`config.mk`:
```
export PLATFORM = sky130hd
export DESIGN_NAME = replacement_selection_runs
export DESIGN_NICKNAME = d
export VERILOG_FILES = /design/src/hw/rtl/rsr_pkg.sv /design/src/hw/rtl/rsr_store.sv /design/src/hw/rtl/rsr_min_scan.sv /design/src/hw/rtl/replacement_selection_runs.sv
export SDC_FILE = /design/constraint.sdc
export NUM_CORES = 2
export LEC_CHECK = 0
export ABC_AREA = 1
export BUFFER_PORTS_ARGS = -buffer_cell sky130_fd_sc_hd__buf_2
export CORE_ASPECT_RATIO = 1.4
export CORE_MARGIN = 5
export CORE_UTILIZATION = 50
export CTS_CLUSTER_SIZE = 24
export DETAILED_ROUTE_END_ITERATION = 8
export GPL_TIMING_DRIVEN = 0
export PLACE_DENSITY = 0.66
export SLEW_MARGIN = 30
export SYNTH_ARGS = -nofsm -noshare
export SYNTH_HDL_FRONTEND = slang
export SYNTH_SLANG_ARGS = --single-unit
export TNS_END_PERCENT = 10
```
`constraint.sdc`:
```
create_clock -name clk -period 7.71 [get_ports clk]
set_input_delay 0 -clock clk [delete_from_list [all_inputs] [get_ports clk]]
set_output_delay 0 -clock clk [all_outputs]
set_load 0.02 [all_outputs]
```
`src/hw/rtl/rsr_pkg.sv`:
```
// shared constants for the replacement selection run generator
package rsr_pkg;

  localparam int CAPACITY_DEF  = 32;
  localparam int KEY_BITS_DEF  = 32;
  localparam int REF_BITS_DEF  = 16;

  localparam int RUN_BITS      = 16;
  localparam int SIZE_BITS     = 6;
  localparam logic [SIZE_BITS-1:0] SIZE_RESET = 6'd32;

  localparam int APB_ADDR_BITS = 2;
  localparam int APB_DATA_BITS = 32;
  localparam logic [APB_ADDR_BITS-1:0] ADDR_MEMORY_SIZE = 2'd0;

endpackage

```
`src/hw/rtl/rsr_store.sv`:
```
// record slot store: one write port, one registered read port
module rsr_store #(
  parameter int CAPACITY = rsr_pkg::CAPACITY_DEF,
  parameter int KEY_BITS = rsr_pkg::KEY_BITS_DEF,
  parameter int REF_BITS = rsr_pkg::REF_BITS_DEF,
  localparam int IDX_BITS = $clog2(CAPACITY)
) (
  input  logic                       clk,
  input  logic                       we,
  input  logic [IDX_BITS-1:0]        waddr,
  input  logic signed [KEY_BITS-1:0] wkey,
  input  logic [REF_BITS-1:0]        wref,
  input  logic                       re,
  input  logic [IDX_BITS-1:0]        raddr,
  output logic signed [KEY_BITS-1:0] rd_key,
  output logic [REF_BITS-1:0]        rd_ref
);

  logic signed [KEY_BITS-1:0] key_mem [CAPACITY];
  logic [REF_BITS-1:0]        ref_mem [CAPACITY];

  always_ff @(posedge clk) begin
    if (we) begin
      key_mem[waddr] <= wkey;
      ref_mem[waddr] <= wref;
    end
  end

  always_ff @(posedge clk) begin
    if (re) begin
      rd_key <= key_mem[raddr];
      rd_ref <= ref_mem[raddr];
    end
  end

endmodule

```
`src/hw/rtl/rsr_min_scan.sv`:
```
// minimum search over the candidate slots with one shared comparator
module rsr_min_scan #(
  parameter int CAPACITY = rsr_pkg::CAPACITY_DEF,
  parameter int KEY_BITS = rsr_pkg::KEY_BITS_DEF,
  parameter int REF_BITS = rsr_pkg::REF_BITS_DEF,
  localparam int IDX_BITS = $clog2(CAPACITY),
  localparam int CNT_BITS = $clog2(CAPACITY + 1)
) (
  input  logic                       clk,
  input  logic                       rst,
  input  logic                       start,
  input  logic [CAPACITY-1:0]        cand,
  output logic                       rd_en,
  output logic [IDX_BITS-1:0]        rd_addr,
  input  logic signed [KEY_BITS-1:0] rd_key,
  input  logic [REF_BITS-1:0]        rd_ref,
  output logic                       done,
  output logic [IDX_BITS-1:0]        best_idx,
  output logic signed [KEY_BITS-1:0] best_key,
  output logic [REF_BITS-1:0]        best_ref
);

  logic                busy;
  logic [CNT_BITS-1:0] cnt;
  logic                pend;
  logic [IDX_BITS-1:0] pend_idx;
  logic                found;
  logic                issue;
  logic                take;

  assign issue   = busy && (cnt < CNT_BITS'(CAPACITY));
  assign rd_en   = issue;
  assign rd_addr = cnt[IDX_BITS-1:0];
  assign done    = busy && !issue && !pend;

  // strict less keeps the lower slot on equal keys
  assign take = pend && cand[pend_idx] && (!found || (rd_key < best_key));

  always_ff @(posedge clk) begin
    if (rst) begin
      busy  <= 1'b0;
      pend  <= 1'b0;
      found <= 1'b0;
      cnt   <= '0;
    end else if (start) begin
      busy  <= 1'b1;
      pend  <= 1'b0;
      found <= 1'b0;
      cnt   <= '0;
    end else begin
      pend <= issue;
      if (issue) begin
        cnt <= cnt + CNT_BITS'(1);
      end
      if (done) begin
        busy <= 1'b0;
      end
      if (take) begin
        found <= 1'b1;
      end
    end
  end

  always_ff @(posedge clk) begin
    pend_idx <= cnt[IDX_BITS-1:0];
    if (take) begin
      best_idx <= pend_idx;
      best_key <= rd_key;
      best_ref <= rd_ref;
    end
  end

endmodule

```
`src/hw/rtl/replacement_selection_runs.sv`:
```
// replacement selection run generator: top level with sequencer and register port
// a record that only fills the store is written straight into its slot; a replacing record
// waits on the sequential minimum scan over the slot memory
// (one read and one compare per cycle); a final record then flushes each stored record
// through its own scan, and every emitted record may also wait on out_ready
// synchronous reset clears run state, masks and fill count and sets memory_size to 32;
// the slot memory is not cleared
module replacement_selection_runs #(
  parameter int CAPACITY = rsr_pkg::CAPACITY_DEF,
  parameter int KEY_BITS = rsr_pkg::KEY_BITS_DEF,
  parameter int REF_BITS = rsr_pkg::REF_BITS_DEF
) (
  input  logic                                  clk,
  input  logic                                  rst,
  input  logic                                  psel,
  input  logic                                  penable,
  input  logic                                  pwrite,
  input  logic [rsr_pkg::APB_ADDR_BITS-1:0]     paddr,
  input  logic [rsr_pkg::APB_DATA_BITS-1:0]     pwdata,
  output logic [rsr_pkg::APB_DATA_BITS-1:0]     prdata,
  output logic                                  pready,
  input  logic                                  in_valid,
  output logic                                  in_ready,
  input  logic signed [KEY_BITS-1:0]            record_key,
  input  logic [REF_BITS-1:0]                   record_ref,
  input  logic                                  final_record,
  output logic                                  out_valid,
  input  logic                                  out_ready,
  output logic signed [KEY_BITS-1:0]            out_key,
  output logic [REF_BITS-1:0]                   out_ref,
  output logic [rsr_pkg::RUN_BITS-1:0]          run_number,
  output logic                                  run_start,
  output logic                                  last_result
);

  localparam int IDX_BITS = $clog2(CAPACITY);
  localparam int CNT_BITS = $clog2(CAPACITY + 1);

  typedef enum logic [5:0] {
    S_IDLE       = 6'b000001,
    S_DECIDE     = 6'b000010,
    S_SCAN       = 6'b000100,
    S_EMIT       = 6'b001000,
    S_FLUSH_INIT = 6'b010000,
    S_FLUSH      = 6'b100000
  } state_t;

  state_t state;

  logic [rsr_pkg::SIZE_BITS-1:0] memory_size;
  logic [CAPACITY-1:0]           valid_mask;
  logic [CAPACITY-1:0]           frozen_mask;
  logic [CAPACITY-1:0]           work_mask;
  logic [CNT_BITS-1:0]           fill_count;
  logic [rsr_pkg::RUN_BITS-1:0]  current_run;
  logic                          run_opening;
  logic                          flushing;
  logic                          frozen_phase;
  logic signed [KEY_BITS-1:0]    key_q;
  logic [REF_BITS-1:0]           ref_q;
  logic                          fin_q;
  logic [CAPACITY-1:0]           scan_cand;
  logic                          scan_start;

  logic                          scan_done;
  logic [IDX_BITS-1:0]           best_idx;
  logic signed [KEY_BITS-1:0]    best_key;
  logic [REF_BITS-1:0]           best_ref;
  logic                          rd_en;
  logic [IDX_BITS-1:0]           rd_addr;
  logic signed [KEY_BITS-1:0]    rd_key;
  logic [REF_BITS-1:0]           rd_ref;

  logic [CNT_BITS-1:0]           eff_size;
  logic [CAPACITY-1:0]           win;
  logic [CAPACITY-1:0]           fill_bit;
  logic [CAPACITY-1:0]           best_bit;
  logic                          fill_mode;
  logic [CAPACITY-1:0]           cand_live;
  logic [CAPACITY-1:0]           frozen_next;
  logic [CAPACITY-1:0]           work_next;
  logic [CAPACITY-1:0]           flush_open;
  logic [CAPACITY-1:0]           flush_frozen;
  logic [rsr_pkg::RUN_BITS-1:0]  run_inc;
  logic                          out_free;
  logic                          cfg_write;
  logic                          mem_we;
  logic [IDX_BITS-1:0]           mem_waddr;

  // register port
  assign pready    = 1'b1;
  assign cfg_write = psel && penable && pwrite && (paddr == rsr_pkg::ADDR_MEMORY_SIZE);
  assign prdata    = (paddr == rsr_pkg::ADDR_MEMORY_SIZE)
                   ? rsr_pkg::APB_DATA_BITS'(memory_size) : '0;

  // size clamped to one slot minimum and the store capacity maximum
  always_comb begin
    if (memory_size == '0) begin
      eff_size = CNT_BITS'(1);
    end else if (memory_size > rsr_pkg::SIZE_BITS'(CAPACITY)) begin
      eff_size = CNT_BITS'(CAPACITY);
    end else begin
      eff_size = CNT_BITS'(memory_size);
    end
  end

  always_comb begin
    for (int i = 0; i < CAPACITY; i++) begin
      win[i]      = CNT_BITS'(i) < eff_size;
      fill_bit[i] = fill_count == CNT_BITS'(i);
      best_bit[i] = best_idx == IDX_BITS'(i);
    end
  end

  assign fill_mode    = fill_count < eff_size;
  assign cand_live    = valid_mask & win & ~frozen_mask;
  assign frozen_next  = frozen_mask | ((key_q < best_key) ? best_bit : '0);
  assign work_next    = work_mask & ~best_bit;
  assign flush_open   = work_mask & ~frozen_mask;
  assign flush_frozen = work_mask & frozen_mask;
  assign run_inc      = (current_run == '1) ? current_run
                                            : current_run + rsr_pkg::RUN_BITS'(1);
  assign out_free     = !out_valid || out_ready;
  assign in_ready     = (state == S_IDLE);

  assign mem_we    = ((state == S_DECIDE) && fill_mode)
                   || ((state == S_EMIT) && out_free && !flushing);
  assign mem_waddr = (state == S_DECIDE) ? fill_count[IDX_BITS-1:0] : best_idx;

  rsr_store #(
    .CAPACITY (CAPACITY),
    .KEY_BITS (KEY_BITS),
    .REF_BITS (REF_BITS)
  ) u_store (
    .clk    (clk),
    .we     (mem_we),
    .waddr  (mem_waddr),
    .wkey   (key_q),
    .wref   (ref_q),
    .re     (rd_en),
    .raddr  (rd_addr),
    .rd_key (rd_key),
    .rd_ref (rd_ref)
  );

  rsr_min_scan #(
    .CAPACITY (CAPACITY),
    .KEY_BITS (KEY_BITS),
    .REF_BITS (REF_BITS)
  ) u_scan (
    .clk      (clk),
    .rst      (rst),
    .start    (scan_start),
    .cand     (scan_cand),
    .rd_en    (rd_en),
    .rd_addr  (rd_addr),
    .rd_key   (rd_key),
    .rd_ref   (rd_ref),
    .done     (scan_done),
    .best_idx (best_idx),
    .best_key (best_key),
    .best_ref (best_ref)
  );

  always_ff @(posedge clk) begin
    if (rst) begin
      state        <= S_IDLE;
      memory_size  <= rsr_pkg::SIZE_RESET;
      valid_mask   <= '0;
      frozen_mask  <= '0;
      work_mask    <= '0;
      fill_count   <= '0;
      current_run  <= '0;
      run_opening  <= 1'b1;
      flushing     <= 1'b0;
      frozen_phase <= 1'b0;
      scan_start   <= 1'b0;
      out_valid    <= 1'b0;
    end else begin
      scan_start <= 1'b0;
      if (cfg_write) begin
        memory_size <= pwdata[rsr_pkg::SIZE_BITS-1:0];
      end
      if (out_valid && out_ready) begin
        out_valid <= 1'b0;
      end

      case (state)
        S_IDLE: begin
          if (in_valid) begin
            key_q <= record_key;
            ref_q <= record_ref;
            fin_q <= final_record;
            state <= S_DECIDE;
          end
        end

        S_DECIDE: begin
          if (fill_mode) begin
            valid_mask  <= valid_mask | fill_bit;
            frozen_mask <= frozen_mask & ~fill_bit;
            fill_count  <= fill_count + CNT_BITS'(1);
            state       <= fin_q ? S_FLUSH_INIT : S_IDLE;
          end else begin
            // whole window frozen after a size change: thaw before selecting
            if (cand_live == '0) begin
              frozen_mask <= '0;
              scan_cand   <= valid_mask & win;
              if (!run_opening) begin
                current_run <= run_inc;
                run_opening <= 1'b1;
              end
            end else begin
              scan_cand <= cand_live;
            end
            flushing   <= 1'b0;
            scan_start <= 1'b1;
            state      <= S_SCAN;
          end
        end

        S_SCAN: begin
          if (scan_done) begin
            state <= S_EMIT;
          end
        end

        S_EMIT: begin
          if (out_free) begin
            out_valid  <= 1'b1;
            out_key    <= best_key;
            out_ref    <= best_ref;
            run_number <= current_run;
            run_start  <= run_opening;
            if (flushing) begin
              work_mask   <= work_next;
              last_result <= (work_next == '0);
              run_opening <= 1'b0;
              state       <= S_FLUSH;
            end else begin
              last_result <= !fin_q;
              if ((frozen_next & win) == (valid_mask & win)) begin
                frozen_mask <= '0;
                current_run <= run_inc;
                run_opening <= 1'b1;
              end else begin
                frozen_mask <= frozen_next;
                run_opening <= 1'b0;
              end
              state <= fin_q ? S_FLUSH_INIT : S_IDLE;
            end
          end
        end

        S_FLUSH_INIT: begin
          work_mask    <= valid_mask;
          frozen_phase <= 1'b0;
          flushing     <= 1'b1;
          state        <= S_FLUSH;
        end

        S_FLUSH: begin
          if (flush_open != '0) begin
            scan_cand  <= flush_open;
            scan_start <= 1'b1;
            state      <= S_SCAN;
          end else if (flush_frozen != '0) begin
            // frozen group opens its own run unless the current one is still empty
            if (!frozen_phase) begin
              frozen_phase <= 1'b1;
              if (!run_opening) begin
                current_run <= run_inc;
                run_opening <= 1'b1;
              end
            end
            scan_cand  <= flush_frozen;
            scan_start <= 1'b1;
            state      <= S_SCAN;
          end else begin
            valid_mask  <= '0;
            frozen_mask <= '0;
            fill_count  <= '0;
            current_run <= '0;
            run_opening <= 1'b1;
            flushing    <= 1'b0;
            state       <= S_IDLE;
          end
        end

        default: begin
          state <= S_IDLE;
        end
      endcase
    end
  end

endmodule
```
Word-level counts from Yosys, hierarchy flattened
Memory sizes are Yosys's and may differ from the RTL's. A register that Yosys moved wholly into a read port is not among the register bits.
Cells that the tools add are included.
{"block": "op_classes", "n_lt_le_gt_ge": 38, "n_bitwise": 13, "reduce_logical": 47, "muxes": 77, "eq_ne": 85, "addsub": 3}
{"cell": "32-bit two-way mux", "n": 15}
{"cell": "32-bit bitwise AND", "n": 7}
{"cell": "32-bit one-hot mux with 2 select lines", "n": 3}
{"cell": "16-bit two-way mux", "n": 10}
{"cell": "6-bit by 5-bit equality test with 1-bit output (second input constant)", "n": 17}
{"cell": "5-bit by 6-bit < comparator with 1-bit output (first input constant)", "n": 16}
{"cell": "32-bit inverter", "n": 3}
{"cell": "32-bit one-hot mux with 3 select lines", "n": 1}
{"cell": "5-bit equality test (second input constant)", "n": 16}
{"cell": "32-bit zero test", "n": 2}
{"cell": "32-bit < comparator", "n": 2}
{"cell": "32-bit bitwise OR", "n": 2}
{"cell": "32-bit nonzero test", "n": 2}
{"cell": "6-bit two-way mux", "n": 10}
{"cell": "6-bit by 4-bit equality test with 1-bit output (second input constant)", "n": 9}
{"cell": "4-bit by 6-bit < comparator with 1-bit output (first input constant)", "n": 8}
{"cell": "16-bit one-hot mux with 3 select lines", "n": 1}
{"cell": "5-bit by 4-bit equality test with 1-bit output (second input constant)", "n": 8}
{"cell": "6-bit one-hot mux with 6 select lines", "n": 1}
{"cell": "32-bit equality test", "n": 1}
{"cell": "6-bit by 3-bit equality test with 1-bit output (second input constant)", "n": 5}
{"cell": "1-bit two-way mux", "n": 25}
{"cell": "3-bit by 6-bit < comparator with 1-bit output (first input constant)", "n": 4}
{"cell": "5-bit by 3-bit equality test with 1-bit output (second input constant)", "n": 4}
{"cell": "other kinds (38)", "n": 91}
{"block": "totals", "ram_bits": 1536, "inputBits": 90, "mem_count": 2, "regBits": 349, "elab_cells": 294}
{"memory": "u_store.key_mem", "depth": 32, "word_bits": 32, "rd": 1, "rd_clocked_by_memory_dff": 1, "write_ports": 1, "line_no": "rsr_store.sv:19", "text": "logic signed [KEY_BITS-1:0] key_mem [CAPACITY];"}
{"memory": "u_store.ref_mem", "depth": 32, "word_bits": 16, "rd": 1, "rd_clocked_by_memory_dff": 1, "write_ports": 1, "line_no": "rsr_store.sv:20", "text": "logic [REF_BITS-1:0] ref_mem [CAPACITY];"}

Logic depth before layout (Yosys ltp)
{"block": "depth", "word_depth": 10, "ltp_mapped": 30, "mapped_depth_nobuf": 28}

Cells and area by module
From an unflattened synthesis, not the netlist that was laid out.
{"block": "unflattened", "hier_cells": 7640, "hier_area_um2": 82449.1}
{"mod": "rsr_store", "area_each_um2": 63437.1, "seq_area_each_um2": 47565.6, "instances": 1, "cells_per_inst": 5279}
{"mod": "replacement_selection_runs", "area_each_um2": 15748.9, "seq_area_each_um2": 7116.8, "instances": 1, "cells_per_inst": 2052}
{"mod": "rsr_min_scan", "area_each_um2": 3263.1, "seq_area_each_um2": 1871.8, "instances": 1, "cells_per_inst": 309}

Worst setup path after synthesis
No wires, ideal clock.
{"block": "synth_timing", "path_type": "reg2reg", "from": "reg state[0]", "to": "reg last_result, enable pin", "n_path_buf": 1, "arrival_ns": 5.750, "slack_ns": 1.389, "setup_ns": 0.571, "stages_incl_launch_ff": 7, "required_time_ns": 7.139, "path_cell_list": "dfxtp_1 -> nor2_1 -> inv_1 -> nor4_4 -> inv_2 -> clkbuf_1 -> nor3_1"}
{"block": "synth_between", "elab_chain_len": 2}
{"element": "start, declared", "line_no": "replacement_selection_runs.sv:48", "text": "state_t state;"}
{"element": "start signal, assigned", "line_no": "replacement_selection_runs.sv:203", "text": "state <= fin_q ? S_FLUSH_INIT : S_IDLE;"}
{"element": "start signal, assigned", "line_no": "replacement_selection_runs.sv:250", "text": "state <= fin_q ? S_FLUSH_INIT : S_IDLE;"}
{"element": "6-bit by 4-bit equality test with 1-bit output", "line_no": "replacement_selection_runs.sv:188", "text": "case (state)"}
{"element": "3-bit AND reduction (no source line)"}
{"element": "end signal, assigned", "line_no": "replacement_selection_runs.sv:237", "text": "last_result <= (work_next == '0);"}
{"element": "end signal, assigned", "line_no": "replacement_selection_runs.sv:241", "text": "last_result <= !fin_q;"}
{"element": "end, declared", "line_no": "replacement_selection_runs.sv:33", "text": "output logic last_result"}
No other way between the ends.
A chain may end at the register's enable or synchronous reset.

Final worst setup path
{"block": "layout_timing", "from": "reg memory_size[1] in the netlist's numbering", "to": "reg scan_cand[0], data pin"}
{"block": "layout_between", "elab_chain_len": 10, "elab_cells_between_ends": 42, "cone_classes": "33 x order compare; 5 x mux; 2 x bitwise; 2 x reduce/logical"}
{"element": "start, declared", "line_no": "replacement_selection_runs.sv:50", "text": "logic [rsr_pkg::SIZE_BITS-1:0] memory_size;"}
{"element": "start signal, assigned", "line_no": "replacement_selection_runs.sv:168", "text": "memory_size <= rsr_pkg::SIZE_RESET;"}
{"element": "start signal, assigned", "line_no": "replacement_selection_runs.sv:182", "text": "memory_size <= pwdata[rsr_pkg::SIZE_BITS-1:0];"}
{"element": "6-bit greater-than comparator", "line_no": "replacement_selection_runs.sv:100", "text": "end else if (memory_size > rsr_pkg::SIZE_BITS'(CAPACITY)) begin"}
{"element": "6-bit two-way mux", "line_no": "replacement_selection_runs.sv:100"}
{"element": "6-bit two-way mux (*)", "line_no": "replacement_selection_runs.sv:98", "text": "if (memory_size == '0) begin"}
{"element": "1-bit by 6-bit < comparator with 1-bit output, or another cell as far along", "line_no": "replacement_selection_runs.sv:109", "text": "win[i] = CNT_BITS'(i) < eff_size;"}
{"element": "32-bit bitwise AND (*)", "line_no": "replacement_selection_runs.sv:116, replacement_selection_runs.sv:208"}
{"element": "32-bit bitwise AND", "line_no": "replacement_selection_runs.sv:116", "text": "assign cand_live = valid_mask & win & ~frozen_mask;"}
{"element": "32-bit zero test", "line_no": "replacement_selection_runs.sv:206", "text": "if (cand_live == '0) begin"}
{"element": "32-bit two-way mux (*)", "line_no": "replacement_selection_runs.sv:206"}
{"element": "32-bit two-way mux (*)", "line_no": "replacement_selection_runs.sv:199", "text": "if (fill_mode) begin"}
{"element": "32-bit one-hot mux with 2 select lines (*)", "line_no": "replacement_selection_runs.sv:188"}
{"element": "end signal, assigned", "line_no": "replacement_selection_runs.sv:208", "text": "scan_cand <= valid_mask & win;"}
{"element": "end signal, assigned", "line_no": "replacement_selection_runs.sv:214", "text": "scan_cand <= cand_live;"}
{"element": "end signal, assigned", "line_no": "replacement_selection_runs.sv:264", "text": "scan_cand <= flush_open;"}
{"element": "end, declared", "line_no": "replacement_selection_runs.sv:62", "text": "logic [CAPACITY-1:0] scan_cand;"}
Mark *: on every way between the ends. The rest lies on a longest branch, timed or not. The select of a mux whose other input is x is not followed.

==> impl_metrics.yaml <==
status:
  status: "completed"
cells_and_area:
  drive_gt1_share_pct: 10.5
  regArea_um2: 56600
  fin_area_um2: 94400
  nets: 7508
  nFillCells: 12552
  fin_cells: 9600
  multi_input_area_um2: 20300
  area_delta_synth_final_pct: 18.8
place:
  dp_slack_ps: 2500
  io_buffers: 136
  place_congestion: 1.01
  place_area_um2: 87200
  dp.final_hpwl_um: 227000
  dp_cells: 9132
synth:
  synth_top_family_by_area: "compound AO/OA/AOI/OAI gates"
  synth_fa_ha_area_share_pct: 1.15
  yosysWarningCount: 0
  synth_ff_type: "edfxtp_1"
  synth_top_area_cell: "edfxtp_1"
  synthCells: 6672
  muxShareOfSynthArea_pct: 0
  yosysMostFrequentCell: "edfxtp_1"
  synthTopCellsByCount: "edfxtp_1, nor2_1, o21ai_0"
  synth-simple-area-share_pct: 11.3
  synth-compound-area-share_pct: 12.5
  synth_cell_type_count: 55
  synth_top_cell_area_share_pct: 67.4
  ys_seq_area_share_pct: 71.2
  synthesis.area_um2: 79500
  synth.area.top_cells: "edfxtp_1, o21ai_0, nor2_1, dfxtp_1, nand2_1"
  synth.ff_latch_count: 1933
  postSynth.asyncResetShare_pct: 0
  syn_avg_cell_area_um2: 11.9
  synth_xor_area_share_pct: 0.110
  synth_edf_count: 1784
route:
  vias: 60463
  drc: 0
  drtIter0Drc: 8374
  ant_nets: 0
  routedWlPerCell_um: 32.6
  dr.pass1.iters: 7
  routed_wl_um: 313000
  via_per_inst: 6.30
timing:
  finalSetupViolCount: 0
  hold_violations: 0
  worstMarginPinSlew_ps: 1090
  fmax_mhz: 180
  rsz0062_at_grt: "no"
  drv_slew: 0
  relSlewSlack_pct: 26.8
  min_period_over_period_pct: 72.2
  setup_ws_ps: 2140
  period_minus_slack_ps: 5570
  finClkSkew_ps: 55.4
  hold_ws_ps: 115
setup_path:
  worst_ep_arrival_time_ps: 6050
  r2r-start: "memory_size[1]"
  cp.required_ps: 8200
  worstSetupEndpointType: "flip-flop"
  path_class: "reg -> reg"
  r2r_cells: 18
  startpoint_type: "flip-flop"
  startpoint: "memory_size[1]"
  crit_path_max_fanout: 10
  rrSetupSlack_ps: 2140
clocking:
  cts_tree: "yes"
  clk_pin_slew_ps: 70
  cts_made_buffers: 182
  clkLatencyLatePin_ps: 860
  clockRootBuffer: "clkbuf_16"
  cts_sinks: 1933
  cts_setup_buffers: 0
  clockBufferDepth: 3
  cts-htree-levels: 4
worst_hold_path:
  hp-start: "out_ready"
  min_delay_path_depth: 5
  hp-class: "in -> reg"
floorplanning:
  dieArea_um2: 167000
  die_w_um: 347
  ios: 191
  initial_utilization_pct: 50.1
  die_h_um: 482
  fp.coreArea_um2: 158000
  rows: 173
power:
  fin_total_pwr_w: 0.0219
  ir_drop_mv: 0.265
  power_per_cell_area_nw_per_um2: 232
  cellLeakagePower_nw: 32.4
grt:
  grt_pass1_vias: 58233
  antenna_found_initial: 9
  grt_overflow: 0
  grt_pass1_wl_um: 432000
  grt_util_all_layers_pct: 36.5
  grt_max_degree: 38
flow_run:
  max_cap_violations: 0
path summary, 6_finish.rpt:
path                   endpoint
max                scan_cand[0]
max reg2reg        scan_cand[0]
min                   out_valid
min reg2reg  u_scan.pend_idx[1]
layout make-up:
| class | instances | share of cell area (%) |
|---|---|---|
| clock buffers | 224 | 5.08 |
| multi-input cells | 4004 | 21.5 |
| clock inverters | 110 | 1.16 |
| well taps | 2100 | 2.78 |
| plain buffers | 434 | 1.96 |
| inverters | 326 | 1.30 |
| repair buffers | 464 | 6.32 |
| diodes | 5 | 0.0133 |
| flip-flops and latches | 1933 | 59.9 |
metal layers:
metal | global-route usage (%) | up-vias | wire (µm)
met5 | 0 | - | 74
met4 | 33.3 | 12 | 36200
met3 | 6.58 | 1111 | 28500
met2 | 60.5 | 4094 | 149000
met1 | 40.0 | 29521 | 98900
li1 | - | 25725 | -
registers in the layout, indices dropped and copies added (netlist names), 32 cells and up:
register / flops
key_q: 32
valid_mask: 32
u_store.ref_mem: 512
out_key: 32
u_store.rd_key: 32
work_mask: 32
u_store.key_mem: 1024
frozen_mask: 32
scan_cand: 32
u_scan.best_key: 32
worst max-delay path: stages (launching register included):
cell and delay, ps:
dfxtp_1 330, inv_1 480, nor2_1 210, inv_1 170
nand3_2 220, inv_2 250, nand2_1 80, nand2_1 220
nor2_1 120, nand2_1 70, nand2_1 60, nor3_1 330
nand2_1 110, nor2_1 430, nand2_1 240, inv_1 300
clkbuf_1 580, o21ai_0 160, o21ai_1 870
placed cells by master, fill, tap and decap left out, drive strengths merged, types with 171 or more instances in the layout:
cell    count
buf       425
o22ai     256
a21oi     171
o21ai     970
nand2     639
nor2     1119
edfxtp   1784
clkbuf    578
inv       324
nand3     242
logic make-up after synthesis:
family          after synthesis
simple gates               2176
flops                      1933
compound gates             1718
buf+inv                     760
fa+ha+maj                    73
xor+xnor                     10
other cells                   2
per-stage QoR:
step,util [%],setup TNS (ps)
3_3_place_gp,52.3,-832100
6_report,59.6,0
4_1_cts,59.5,0
5_1_grt,59.6,0
2_1_floorplan,-,0
3_5_place_dp,55.0,0
power breakdown:
part / total (W) / internal (W) / switching (W)
logic: 0.00105 / 0.000299 / 0.000749
registers: 0.0118 / 0.0116 / 0.000141
clock network: 0.00903 / 0.00498 / 0.00405
what timing repair did:
action,in CTS,in global routing
gates resized for setup,0,0
hold buffers,119,0
hold endpoints to repair,71,0
Note: power is estimated with default switching activity, not from simulation.
